**src/hw/rtl/dsg_pkg.sv**
```systemverilog
// Shared types and constants of the filled disc span generator.
// Used by the controller, the datapath and the top level; depends on nothing.
package dsg_pkg;

    localparam int IN_W      = 17;   // center coordinate input width
    localparam int COORD_W   = 19;   // signed internal coordinate width
    localparam int SPAN_W    = 10;   // row and column output width
    localparam int COLOR_W   = 8;
    localparam int RADIUS_W  = 5;
    localparam int CFG_W     = 11;
    localparam int CFG_IDX_W = 2;

    localparam logic [CFG_IDX_W-1:0] CFG_RADIUS = 2'd0;
    localparam logic [CFG_IDX_W-1:0] CFG_WIDTH  = 2'd1;
    localparam logic [CFG_IDX_W-1:0] CFG_HEIGHT = 2'd2;

    typedef struct packed {
        logic load;
        logic issue;
    } dsg_cmd_t;

    typedef struct packed {
        logic last_row;
        logic flush;
    } dsg_status_t;

endpackage

```
**src/hw/rtl/dsg_isqrt_pipe.sv**
```systemverilog
// Pipelined integer square root, one result bit per stage, one row per cycle.
// Carries the row coordinate and valid/tail flags alongside; no package needed.
module dsg_isqrt_pipe #(
    parameter int RW = 5,
    parameter int PW = 19
) (
    input  logic                 clk,
    input  logic                 rst_n,
    input  logic                 in_valid,
    input  logic                 in_tail,
    input  logic [2*RW-1:0]      in_n,
    input  logic signed [PW-1:0] in_py,
    output logic                 out_valid,
    output logic                 out_tail,
    output logic [RW-1:0]        out_root,
    output logic signed [PW-1:0] out_py
);

    logic [RW:0]          valid_reg;
    logic [RW:0]          tail_reg;
    logic [2*RW-1:0]      n_reg   [0:RW];
    logic signed [PW-1:0] py_reg  [0:RW];
    logic [RW-1:0]        acc_reg [1:RW];

    always_ff @(posedge clk or negedge rst_n)
    begin
        if (!rst_n)
        begin
            valid_reg <= '0;
            tail_reg  <= '0;
        end
        else
        begin
            valid_reg <= {valid_reg[RW-1:0], in_valid};
            tail_reg  <= {tail_reg[RW-1:0], in_tail};
        end
    end

    always_ff @(posedge clk)
    begin
        n_reg[0]  <= in_n;
        py_reg[0] <= in_py;
    end

    // Stage s decides root bit RW-s: keep the candidate if its square still fits.
    for (genvar s = 1; s <= RW; s++)
    begin : g_stage
        logic [RW-1:0]   prev;
        logic [RW-1:0]   cand;
        logic [2*RW-1:0] sq;

        if (s == 1)
        begin : g_first
            assign prev = '0;
        end
        else
        begin : g_rest
            assign prev = acc_reg[s-1];
        end

        assign cand = prev | (RW'(1) << (RW - s));
        assign sq   = (2*RW)'(cand) * (2*RW)'(cand);

        always_ff @(posedge clk)
        begin
            acc_reg[s] <= (sq <= n_reg[s-1]) ? cand : prev;
            n_reg[s]   <= n_reg[s-1];
            py_reg[s]  <= py_reg[s-1];
        end
    end

    assign out_valid = valid_reg[RW];
    assign out_tail  = tail_reg[RW];
    assign out_root  = acc_reg[RW];
    assign out_py    = py_reg[RW];

`ifndef SYNTHESIS
    // Only one point is in flight, so at most one tail row is in the pipe.
    a_one_tail: assert property (@(posedge clk) disable iff (!rst_n)
        $countones(valid_reg & tail_reg) <= 1)
        else $error("more than one tail row in the root pipe");
`endif

endmodule

```
**src/hw/rtl/dsg_datapath.sv**
```systemverilog
// Datapath: center rounding, row counter, square root pipe, clipping and span output.
// Depends on dsg_pkg and dsg_isqrt_pipe.
module dsg_datapath #(
    parameter int FRAME_MAX     = 1024,
    parameter int RADIUS_MAX    = 31,
    parameter int FRACTION_BITS = 4
) (
    input  logic                                  clk,
    input  logic                                  rst_n,
    input  dsg_pkg::dsg_cmd_t                     cmd,
    output dsg_pkg::dsg_status_t                  status,
    input  logic signed [dsg_pkg::IN_W-1:0]       center_x,
    input  logic signed [dsg_pkg::IN_W-1:0]       center_y,
    input  logic [dsg_pkg::COLOR_W-1:0]           color_red,
    input  logic [dsg_pkg::COLOR_W-1:0]           color_green,
    input  logic [dsg_pkg::COLOR_W-1:0]           color_blue,
    input  logic [dsg_pkg::RADIUS_W-1:0]          cfg_radius,
    input  logic [dsg_pkg::CFG_W-1:0]             cfg_width,
    input  logic [dsg_pkg::CFG_W-1:0]             cfg_height,
    output logic                                  span_valid,
    output logic [dsg_pkg::SPAN_W-1:0]            span_row,
    output logic [dsg_pkg::SPAN_W-1:0]            span_first,
    output logic [dsg_pkg::SPAN_W-1:0]            span_final,
    output logic [dsg_pkg::COLOR_W-1:0]           span_red,
    output logic [dsg_pkg::COLOR_W-1:0]           span_green,
    output logic [dsg_pkg::COLOR_W-1:0]           span_blue,
    output logic                                  final_span
);
    import dsg_pkg::*;

    localparam int RW      = $clog2(RADIUS_MAX + 1);
    localparam int NW      = 2 * RW;
    localparam int DW      = RW + 1;
    localparam int HALF    = (FRACTION_BITS == 0) ? 0 : (1 << (FRACTION_BITS - 1));
    localparam int NEG_ADD = (1 << FRACTION_BITS) - 1 - HALF;

    localparam logic signed [COORD_W-1:0] HALF_C    = COORD_W'(HALF);
    localparam logic signed [COORD_W-1:0] NEG_C     = COORD_W'(NEG_ADD);
    localparam logic signed [COORD_W-1:0] FRAME_LIM = COORD_W'(FRAME_MAX);
    localparam logic signed [COORD_W-1:0] ONE_C     = COORD_W'(1);
    localparam logic [RADIUS_W-1:0]       RADIUS_LIM = RADIUS_W'(RADIUS_MAX);
    localparam logic [RADIUS_W-1:0]       RADIUS_ONE = RADIUS_W'(1);

    // Point registers, loaded when a word is accepted.
    logic signed [COORD_W-1:0] cx_reg, cy_reg, w_reg, h_reg;
    logic [RW-1:0]             r_reg;
    logic [NW-1:0]             rsq_reg;
    logic [COLOR_W-1:0]        red_reg, green_reg, blue_reg;
    logic signed [DW-1:0]      dy_reg;

    logic signed [COORD_W-1:0] cx_ext, cy_ext, cx_round, cy_round;
    logic signed [COORD_W-1:0] w_ext, h_ext, w_sat, h_sat;
    logic [RADIUS_W-1:0]       r_sat;
    logic [RW-1:0]             r_eff;
    logic [NW-1:0]             rsq_load;

    // Half away from zero: add half for positive, (one - half - ulp) for negative,
    // then an arithmetic shift floors the result.
    always_comb
    begin
        cx_ext   = {{(COORD_W-IN_W){center_x[IN_W-1]}}, center_x};
        cy_ext   = {{(COORD_W-IN_W){center_y[IN_W-1]}}, center_y};
        cx_round = (cx_ext + (cx_ext[COORD_W-1] ? NEG_C : HALF_C)) >>> FRACTION_BITS;
        cy_round = (cy_ext + (cy_ext[COORD_W-1] ? NEG_C : HALF_C)) >>> FRACTION_BITS;
        w_ext    = COORD_W'(cfg_width);
        h_ext    = COORD_W'(cfg_height);
        w_sat    = (w_ext > FRAME_LIM) ? FRAME_LIM : w_ext;
        h_sat    = (h_ext > FRAME_LIM) ? FRAME_LIM : h_ext;
        r_sat    = (cfg_radius > RADIUS_LIM) ? RADIUS_LIM : cfg_radius;
        r_eff    = (r_sat == RADIUS_ONE) ? '0 : RW'(r_sat);
        rsq_load = NW'(r_eff) * NW'(r_eff);
    end

    always_ff @(posedge clk)
    begin
        if (cmd.load)
        begin
            cx_reg    <= cx_round;
            cy_reg    <= cy_round;
            w_reg     <= w_sat;
            h_reg     <= h_sat;
            r_reg     <= r_eff;
            rsq_reg   <= rsq_load;
            red_reg   <= color_red;
            green_reg <= color_green;
            blue_reg  <= color_blue;
            dy_reg    <= -$signed({1'b0, r_eff});
        end
        else if (cmd.issue)
        begin
            dy_reg <= dy_reg + DW'(1);
        end
    end

    // Row issue: remaining square r*r - dy*dy and the frame row of this offset.
    logic [RW-1:0]             ady;
    logic [NW-1:0]             n_issue;
    logic signed [COORD_W-1:0] py_issue;
    logic                      last_row;

    always_comb
    begin
        ady      = dy_reg[DW-1] ? RW'(-dy_reg) : RW'(dy_reg);
        n_issue  = rsq_reg - (NW'(ady) * NW'(ady));
        py_issue = cy_reg + {{(COORD_W-DW){dy_reg[DW-1]}}, dy_reg};
        last_row = (dy_reg == $signed({1'b0, r_reg}));
    end

    logic                      pv, ptail;
    logic [RW-1:0]             proot;
    logic signed [COORD_W-1:0] ppy;

    dsg_isqrt_pipe #(
        .RW (RW),
        .PW (COORD_W)
    ) u_root (
        .clk       (clk),
        .rst_n     (rst_n),
        .in_valid  (cmd.issue),
        .in_tail   (last_row),
        .in_n      (n_issue),
        .in_py     (py_issue),
        .out_valid (pv),
        .out_tail  (ptail),
        .out_root  (proot),
        .out_py    (ppy)
    );

    // Clipping of the row leaving the root pipe.
    logic signed [COORD_W-1:0] hw_ext, first_c, last_c, w_m1, first_clip, last_clip;
    logic                      keep;

    always_comb
    begin
        hw_ext     = COORD_W'(proot);
        first_c    = cx_reg - hw_ext;
        last_c     = cx_reg + hw_ext;
        w_m1       = w_reg - ONE_C;
        keep       = pv && (ppy >= 0) && (ppy < h_reg) && (last_c >= 0) && (first_c < w_reg);
        first_clip = (first_c < 0) ? '0 : first_c;
        last_clip  = (last_c > w_m1) ? w_m1 : last_c;
    end

    // One span is held back until the next kept row or the end of the point,
    // so that the last span can be flagged.
    logic                pend_v_reg, pend_v_next;
    logic                flush_reg;
    logic [SPAN_W-1:0]   pend_row_reg, pend_first_reg, pend_last_reg;
    logic                strobe_reg, strobe_next;
    logic                out_last_reg, out_last_next;
    logic [SPAN_W-1:0]   orow_reg, ofirst_reg, olast_reg;
    logic [COLOR_W-1:0]  ored_reg, ogreen_reg, oblue_reg;

    always_comb
    begin
        strobe_next   = 1'b0;
        out_last_next = 1'b0;
        pend_v_next   = pend_v_reg;
        if (keep)
        begin
            strobe_next = pend_v_reg;
            pend_v_next = 1'b1;
        end
        else if (flush_reg)
        begin
            strobe_next   = pend_v_reg;
            out_last_next = 1'b1;
            pend_v_next   = 1'b0;
        end
    end

    always_ff @(posedge clk or negedge rst_n)
    begin
        if (!rst_n)
        begin
            pend_v_reg   <= 1'b0;
            flush_reg    <= 1'b0;
            strobe_reg   <= 1'b0;
            out_last_reg <= 1'b0;
        end
        else
        begin
            pend_v_reg   <= pend_v_next;
            flush_reg    <= pv && ptail;
            strobe_reg   <= strobe_next;
            out_last_reg <= out_last_next;
        end
    end

    always_ff @(posedge clk)
    begin
        if (keep)
        begin
            pend_row_reg   <= ppy[SPAN_W-1:0];
            pend_first_reg <= first_clip[SPAN_W-1:0];
            pend_last_reg  <= last_clip[SPAN_W-1:0];
        end
        if (strobe_next)
        begin
            orow_reg   <= pend_row_reg;
            ofirst_reg <= pend_first_reg;
            olast_reg  <= pend_last_reg;
            ored_reg   <= red_reg;
            ogreen_reg <= green_reg;
            oblue_reg  <= blue_reg;
        end
    end

    assign status.last_row = last_row;
    assign status.flush    = flush_reg;

    assign span_valid = strobe_reg;
    assign span_row   = orow_reg;
    assign span_first = ofirst_reg;
    assign span_final = olast_reg;
    assign span_red   = ored_reg;
    assign span_green = ogreen_reg;
    assign span_blue  = oblue_reg;
    assign final_span = strobe_reg & out_last_reg;

`ifndef SYNTHESIS
    // The flagged span empties the holding register at the same edge.
    a_final_clears: assert property (@(posedge clk) disable iff (!rst_n)
        (strobe_reg && out_last_reg) |-> !pend_v_reg)
        else $error("held span left behind after the final span");

    // The row counter never runs past the radius while rows are issued.
    a_dy_bound: assert property (@(posedge clk) disable iff (!rst_n)
        cmd.issue |-> (dy_reg <= $signed({1'b0, r_reg})))
        else $error("row offset issued beyond the radius");
`endif

endmodule

```
**src/hw/rtl/dsg_ctrl.sv**
```systemverilog
// Controller state machine: accepts a point, issues its rows, waits for the flush.
// Depends on dsg_pkg for the command and status structs.
module dsg_ctrl (
    input  logic                 clk,
    input  logic                 rst_n,
    input  logic                 start,
    output logic                 busy,
    input  dsg_pkg::dsg_status_t status,
    output dsg_pkg::dsg_cmd_t    cmd
);
    import dsg_pkg::*;

    typedef enum logic [2:0] {
        ST_IDLE = 3'b001,
        ST_RUN  = 3'b010,
        ST_WAIT = 3'b100
    } dsg_state_t;

    dsg_state_t state_reg, state_next;

    always_comb
    begin
        state_next = state_reg;
        cmd.load   = 1'b0;
        cmd.issue  = 1'b0;
        case (state_reg)
            ST_IDLE:
            begin
                if (start)
                begin
                    cmd.load   = 1'b1;
                    state_next = ST_RUN;
                end
            end
            ST_RUN:
            begin
                cmd.issue = 1'b1;
                if (status.last_row)
                begin
                    state_next = ST_WAIT;
                end
            end
            ST_WAIT:
            begin
                if (status.flush)
                begin
                    state_next = ST_IDLE;
                end
            end
            default:
            begin
                state_next = ST_IDLE;
            end
        endcase
    end

    always_ff @(posedge clk or negedge rst_n)
    begin
        if (!rst_n)
        begin
            state_reg <= ST_IDLE;
        end
        else
        begin
            state_reg <= state_next;
        end
    end

    assign busy = (state_reg != ST_IDLE);

`ifndef SYNTHESIS
    // The end-of-point flush only arrives after all rows have been issued.
    a_flush_in_wait: assert property (@(posedge clk) disable iff (!rst_n)
        status.flush |-> (state_reg == ST_WAIT))
        else $error("flush seen outside the wait state");
`endif

endmodule

```
**src/hw/rtl/filled_disc_span_generator.sv**
```systemverilog
// Filled disc span generator: one colored point in, at most one clipped span per disc row out.
// An accepted point with effective radius r (a radius of 1 counts as 0) keeps busy high
// while its rows are issued, one row per cycle, into the square root pipe and until the
// last row has left the pipe and been flushed; spans cannot stall.
// Reset (rst_n low, asynchronous) returns to idle and loads radius 1 and a 640 x 480 frame.
module filled_disc_span_generator #(
    parameter int FRAME_MAX     = 1024,
    parameter int RADIUS_MAX    = 31,
    parameter int FRACTION_BITS = 4
) (
    input  logic                                  clk,
    input  logic                                  rst_n,
    input  logic                                  start,
    output logic                                  busy,
    input  logic signed [dsg_pkg::IN_W-1:0]       center_x,
    input  logic signed [dsg_pkg::IN_W-1:0]       center_y,
    input  logic [dsg_pkg::COLOR_W-1:0]           color_red,
    input  logic [dsg_pkg::COLOR_W-1:0]           color_green,
    input  logic [dsg_pkg::COLOR_W-1:0]           color_blue,
    input  logic                                  cfg_valid,
    output logic                                  cfg_ready,
    input  logic [dsg_pkg::CFG_IDX_W-1:0]         cfg_index,
    input  logic [dsg_pkg::CFG_W-1:0]             cfg_data,
    output logic                                  span_valid,
    output logic [dsg_pkg::SPAN_W-1:0]            span_row,
    output logic [dsg_pkg::SPAN_W-1:0]            span_first,
    output logic [dsg_pkg::SPAN_W-1:0]            span_final,
    output logic [dsg_pkg::COLOR_W-1:0]           span_red,
    output logic [dsg_pkg::COLOR_W-1:0]           span_green,
    output logic [dsg_pkg::COLOR_W-1:0]           span_blue,
    output logic                                  final_span
);
    import dsg_pkg::*;

    logic [RADIUS_W-1:0] radius_reg;
    logic [CFG_W-1:0]    width_reg, height_reg;

    assign cfg_ready = 1'b1;

    always_ff @(posedge clk or negedge rst_n)
    begin
        if (!rst_n)
        begin
            radius_reg <= RADIUS_W'(1);
            width_reg  <= CFG_W'(640);
            height_reg <= CFG_W'(480);
        end
        else if (cfg_valid && cfg_ready)
        begin
            case (cfg_index)
                CFG_RADIUS: radius_reg <= cfg_data[RADIUS_W-1:0];
                CFG_WIDTH:  width_reg  <= cfg_data;
                CFG_HEIGHT: height_reg <= cfg_data;
                default:    ;
            endcase
        end
    end

    logic        accept;
    dsg_cmd_t    cmd;
    dsg_status_t status;

    assign accept = start && !busy;

    dsg_ctrl u_ctrl (
        .clk    (clk),
        .rst_n  (rst_n),
        .start  (accept),
        .busy   (busy),
        .status (status),
        .cmd    (cmd)
    );

    dsg_datapath #(
        .FRAME_MAX     (FRAME_MAX),
        .RADIUS_MAX    (RADIUS_MAX),
        .FRACTION_BITS (FRACTION_BITS)
    ) u_datapath (
        .clk         (clk),
        .rst_n       (rst_n),
        .cmd         (cmd),
        .status      (status),
        .center_x    (center_x),
        .center_y    (center_y),
        .color_red   (color_red),
        .color_green (color_green),
        .color_blue  (color_blue),
        .cfg_radius  (radius_reg),
        .cfg_width   (width_reg),
        .cfg_height  (height_reg),
        .span_valid  (span_valid),
        .span_row    (span_row),
        .span_first  (span_first),
        .span_final  (span_final),
        .span_red    (span_red),
        .span_green  (span_green),
        .span_blue   (span_blue),
        .final_span  (final_span)
    );

endmodule

```
**config.mk**
```make
export PLATFORM = sky130hd
export DESIGN_NAME = filled_disc_span_generator
export DESIGN_NICKNAME = d
export VERILOG_FILES = /design/src/hw/rtl/dsg_pkg.sv /design/src/hw/rtl/dsg_isqrt_pipe.sv /design/src/hw/rtl/dsg_datapath.sv /design/src/hw/rtl/dsg_ctrl.sv /design/src/hw/rtl/filled_disc_span_generator.sv
export SDC_FILE = /design/constraint.sdc
export NUM_CORES = 1
export LEC_CHECK = 0
export ABC_AREA = 1
export BUFFER_PORTS_ARGS = -buffer_cell sky130_fd_sc_hd__buf_2
export CAP_MARGIN = 20
export CELL_PAD_IN_SITES_DETAIL_PLACEMENT = 1
export CELL_PAD_IN_SITES_GLOBAL_PLACEMENT = 1
export CORE_MARGIN = 3
export CORE_UTILIZATION = 52
export DETAILED_ROUTE_END_ITERATION = 6
export GPL_TIMING_DRIVEN = 1
export PLACE_DENSITY = 0.95
export SYNTH_ARGS = -nofsm -noshare
export SYNTH_HDL_FRONTEND = slang
export SYNTH_HIERARCHICAL = 1
export SYNTH_SLANG_ARGS = --single-unit
```
**constraint.sdc**
```tcl
create_clock -name clk -period 10.5 [get_ports clk]
set_input_delay 2.1 -clock clk [delete_from_list [all_inputs] [get_ports clk]]
set_output_delay 2.1 -clock clk [all_outputs]
set_load 0.02 [all_outputs]
```
-- Word-level counts from Yosys, hierarchy flattened
Memories as Yosys holds them, arrays and structs flattened.
Cells that the tools add are included.
- add/subtract/negate cells: 10
- multipliers: 6
- magnitude comparators: 14
- equality and inequality tests: 11
- mux-type cells: 26
- bitwise operators: 1
- reductions and logical operators: 14
- operator list (operator ; number):
    $mul A5 B5 Y10 ; 6
    $le A10 B10 Y1 ; 4
    $add A17 B5 Y18 ; 2
    $add A15 B6 Y16 ; 2
    $gt A11 B11 Y1 const B ; 2
    $mux W5 ; 4
    $ge A19 B1 Y1 const B ; 1
    $gt A16 B19 Y1 ; 1
    $lt A16 B19 Y1 ; 1
    $lt A19 B19 Y1 ; 1
    $sub A19 B2 Y19 const B ; 1
    $ge A16 B1 Y1 const B ; 1
    $lt A16 B1 Y1 const B ; 1
    $sub A15 B6 Y16 ; 1
    $mux W3 ; 4
    $mux W4 ; 3
    $mux W6 ; 2
    $le A9 B10 Y1 const A ; 1
    $mux W1 ; 10
    $mux W10 ; 1
    $sub A10 B10 Y10 ; 1
    $pmux W3 S3 ; 1
    $add A6 B2 Y6 const B ; 1
    $eq A6 B6 Y1 ; 1
    20 further kinds ; 29
- flip-flop bits (word level): 243
- bits in writable memories: 199
- input port bits: 75
- logic and storage cells: 116
- memories: 3
- memories (name ; depth ; width ; rd ports ; clocked after memory_dff ; write ports ; RTL line ; source):
    u_datapath.u_root.py_reg ; 6 ; 19 ; 6 ; 0 ; 6 ; dsg_isqrt_pipe.sv:22 ; logic signed [PW-1:0] py_reg [0:RW];
    u_datapath.u_root.n_reg ; 6 ; 10 ; 5 ; 0 ; 6 ; dsg_isqrt_pipe.sv:21 ; logic [2*RW-1:0] n_reg [0:RW];
    u_datapath.u_root.acc_reg ; 5 ; 5 ; 5 ; 0 ; 5 ; dsg_isqrt_pipe.sv:23 ; logic [RW-1:0] acc_reg [1:RW];

-- Depth between registers and ports, before layout
An unclocked memory read counts as a cell.
- word-level depth: 7
- depth in mapped cells: 26
- mapped depth without buffers: 25

-- Modules after synthesis
Netlist, hierarchy kept.
- by module, submodules not included (module ; times used ; cells an instance ; area an instance (um2) ; sequential area each (um2)):
    dsg_datapath ; 1 ; 1186 ; 11240.8 ; 5415.2
    dsg_isqrt_pipe ; 1 ; 455 ; 5554.1 ; 3883.7
    filled_disc_span_generator ; 1 ; 127 ; 1188.6 ; 684.4
    dsg_ctrl ; 1 ; 26 ; 175.2 ; 76.3

-- Worst setup path after synthesis
OpenSTA, ideal clock, no wires.
- path kind: input port to flip-flop
- start: in start
- end: reg u_datapath.dy_reg[4] (data pin)
- setup time: 0.257 ns
- arrival: 6.557 ns
- required time: 10.243 ns
- path slack: 3.687 ns
- stages: 7
- buffers on the path: 1
- path through: inv_1 nor2_1 inv_1 nor2_1 clkbuf_1 nor2_1 a32o_1
- RTL lines (item ; RTL line ; source):
    from (decl) ; filled_disc_span_generator.sv:13 ; input logic start,
    to (signal assigned) ; dsg_datapath.sv:87 ; dy_reg <= -$signed({1'b0, r_eff});
    to (signal assigned) ; dsg_datapath.sv:91 ; dy_reg <= dy_reg + DW'(1);
    to (decl) ; dsg_datapath.sv:49 ; logic signed [DW-1:0] dy_reg;

==> results.yml <==
logic_synthesis:
  netlist_top_cells_area: "edfxtp_1 29%, dfxtp_1 20%, ha_1 11%"
  yosysTopAreaCellShare_pct: 29.3
  synth_edf_count: 177
  async_flop_share_pct: 11.4
  synth_nets: 2046
  synth-seq-area-share_pct: 55.4
  ys_ff_latch: 402
  syn_inst: 1794
  synthDistinctLibCells: 58
  synth_warnings: 6
  synthesis.area_um2: 18200
  avgSynthCellArea_um2: 10.1
  synth_top_area_cell: "edfxtp_1"
  synth_ff_type: "dfxtp_1"
floorplan:
  io_pins: 133
  fp.dieW_um: 193
  die_area_um2: 37200
  start_util_pct: 53.5
  core-area_um2: 34000
  num_rows: 67
  die-height_um: 193
route:
  drc_errors: 0
  num_vias: 13748
  wl_mm: 55.8
  ant_nets: 0
  dr.pass1.iters: 6
  drtIter0Drc: 1229
  wl_per_cell_um: 23.1
  viasPerCell: 5.70
global_routing:
  antenna_found_initial: 1
  grt_pass1_vias: 14851
  grt-ovfl-total: 0
  grt_first_pass_wirelength_mm: 82.1
  grt_max_degree: 81
  grt_usage_pct: 28.6
final_layout:
  nets: 2184
  layout.cells.non_filler: 2414
  largest_reg_flops: 114
  syn_to_final_growth_pct: 13.5
  drive_gt1_share_pct: 13.4
  n_fill_cell: 3716
critical_path:
  critical-path-top-delay-family: "adder cells"
  required_ns: 10.92
  slowest_delay_ns: 0.61
  cp-start-kind: "flop"
  arrival_ns: 5.52
  reg2reg_depth: 19
  cpMostUsedCell: "inv_1"
  cp-end-kind: "flop"
  worst_path_max_delay_cell: "edfxtp_1"
  path_depth: 19
  rr_endpoint: "u_datapath/u_root/n_reg[0][9]"
  reg2reg_slack_ns: 5.40
  r2r_start: "u_datapath/dy_reg[0]"
  cp.buffers_inverters: 5
  crit_chain: "inv_1, ha_1, inv_1, nor2_1, or3_1, o21ai_0, inv_1, fa_1, fa_1, inv_1, fa_1, inv_1, ha_1, a21o_1, a21boi_0, nand2_1, nand2_1, nand2_1, xor2_1"
  crit_path_max_fanout: 10
  critical_path.endpoint: "u_datapath/u_root/n_reg[0][9]"
  crit_start: "u_datapath/dy_reg[0]"
  crit_type: "flop to flop"
sta:
  fmax_mhz: 196
  rsz0062_at_grt: "false"
  min_period_ns: 5.10
  setup_tns_ns: 0
  worst_pin_slew_ns: 0.951
  hold_viol: 0
  slew_headroom_pct: 36.4
  finClkSkew_ns: 0.0311
  setup_viol: 0
  post-route-period-util_pct: 48.6
  slew_viol_final: 0
cts:
  cts_made_buffers: 41
  cts_root_buffer: "clkbuf_16"
  clkTransAtPathRegs_ns: 0.08
  cts_sinks: 402
  tritoncts: "done"
  htreeDepth: 2
  clk_latency_ns: 0.56
  post_cts_buffers: 0
  holdBufCountCts: 0
  cts-resized-gates: 0
  cts_buffer_depth: 3
placement:
  io_buffer_count: 131
  dp_cells: 2335
  hpwlAfterDp_mm: 35.9
  place.gp.congestion: 0.938
run:
  drv_cap: 0
hold_path:
  worstHoldPathType: "flop to flop"
  whs_path_depth: 0
status:
  status: "completed"
==> per-stage QoR <==
| stage | utilization (%) | cell area (um^2) | setup WS (ns) | hold slack (ns) |
|---|---|---|---|---|
| 2_1_floorplan | - | 18200 | 3.69 | 0.310 |
| 3_3_place_gp | 56.4 | 19100 | 6.04 | 0.310 |
| 3_5_place_dp | 56.4 | 19100 | 5.82 | 0.313 |
| 4_1_cts | 60.6 | 20600 | 5.51 | 0.325 |
| 5_1_grt | 60.7 | 20600 | 5.24 | 0.324 |
| 6_report | 60.7 | 20600 | 5.40 | 0.316 |
==> worst min-delay path by stage <==
stage	from	endpoint	slack [ns]
finish	u_datapath/u_root/n_reg[0][1]	u_datapath/u_root/n_reg[1][1]	0.32
global route	u_datapath/u_root/n_reg[0][1]	u_datapath/u_root/n_reg[1][1]	0.32
CTS	u_datapath/u_root/py_reg[1][4]	u_datapath/u_root/py_reg[2][4]	0.33
detailed placement	u_datapath/u_root/py_reg[3][4]	u_datapath/u_root/py_reg[4][4]	0.31
global placement	u_datapath/u_root/py_reg[3][10]	u_datapath/u_root/py_reg[4][10]	0.31
floorplan	u_datapath/u_root/n_reg[0][0]	u_datapath/u_root/n_reg[1][0]	0.31
==> cells in the final DEF, fill, tap and decap left out, drive strengths merged, types with 2 or more instances in the layout <==
| cell | synthesis | layout |
|---|---|---|
| a21boi | 6 | 6 |
| a21o | 6 | 6 |
| a21oi | 70 | 70 |
| a31oi | 3 | 3 |
| and2 | 2 | 2 |
| buf | 26 | 136 |
| clkbuf | 15 | 63 |
| clkinv | 1 | 10 |
| dfrtp | 38 | 38 |
| dfstp | 8 | 8 |
| dfxtp | 179 | 179 |
| edfxtp | 177 | 177 |
| fa | 20 | 20 |
| ha | 157 | 157 |
| inv | 291 | 293 |
| nand2 | 361 | 361 |
| nand3 | 75 | 75 |
| nand3b | 3 | 3 |
| nand4 | 47 | 47 |
| nor2 | 158 | 158 |
| nor3 | 13 | 13 |
| nor4 | 4 | 4 |
| o2111ai | 2 | 2 |
| o211ai | 4 | 4 |
| o21a | 3 | 3 |
| o21ai | 28 | 28 |
| o31ai | 2 | 2 |
| or2 | 10 | 10 |
| xnor2 | 23 | 23 |
| xor2 | 55 | 55 |
==> cell families after synthesis <==
family	after synthesis	share of synthesized area (%)
flip-flops	402	55.4
XOR/XNOR	78	3.80
buffers and inverters	333	7.46
AND/OR/NAND/NOR	675	16.3
AO/OA/AOI/OAI	128	4.02
other	1	0.0207
adder cells (fa/ha/maj)	177	13.0
==> synthesized netlist by cell type, types with 23 or more instances <==
master,number
a21oi_1,69
dfrtp_1,38
dfxtp_1,179
edfxtp_1,177
ha_1,157
inv_1,284
nand2_1,351
nand3_1,72
nand4_1,46
nor2_1,147
xnor2_1,23
xor2_1,54
==> layout make-up <==
class	instances	area, um^2	area share (%)
Multi-Input combinational cell	1059	6760	32.8
Antenna cell	1	2.50	0.0121
Clock buffer	63	1280	6.22
Clock inverter	13	130	0.631
Inverter	292	1100	5.32
Tap cell	448	561	2.72
Timing Repair Buffer	136	726	3.52
Sequential cell	402	10100	48.8
==> metal layers <==
layer  routed length [um]  up-vias  part of all wire (%)  track usage [%]
met5                    0        -                     0                0
met4                 3350        0                   6.0             13.6
met3                 3380      237                   6.1             4.16
met2                28700      688                    51             53.4
met1                20400     6763                    37             31.8
li1                     -     6060                     -                -
Power is left out: the tool's default activity adds up to more than one toggle a clock period on the data nets, which glitch-free logic cannot reach.
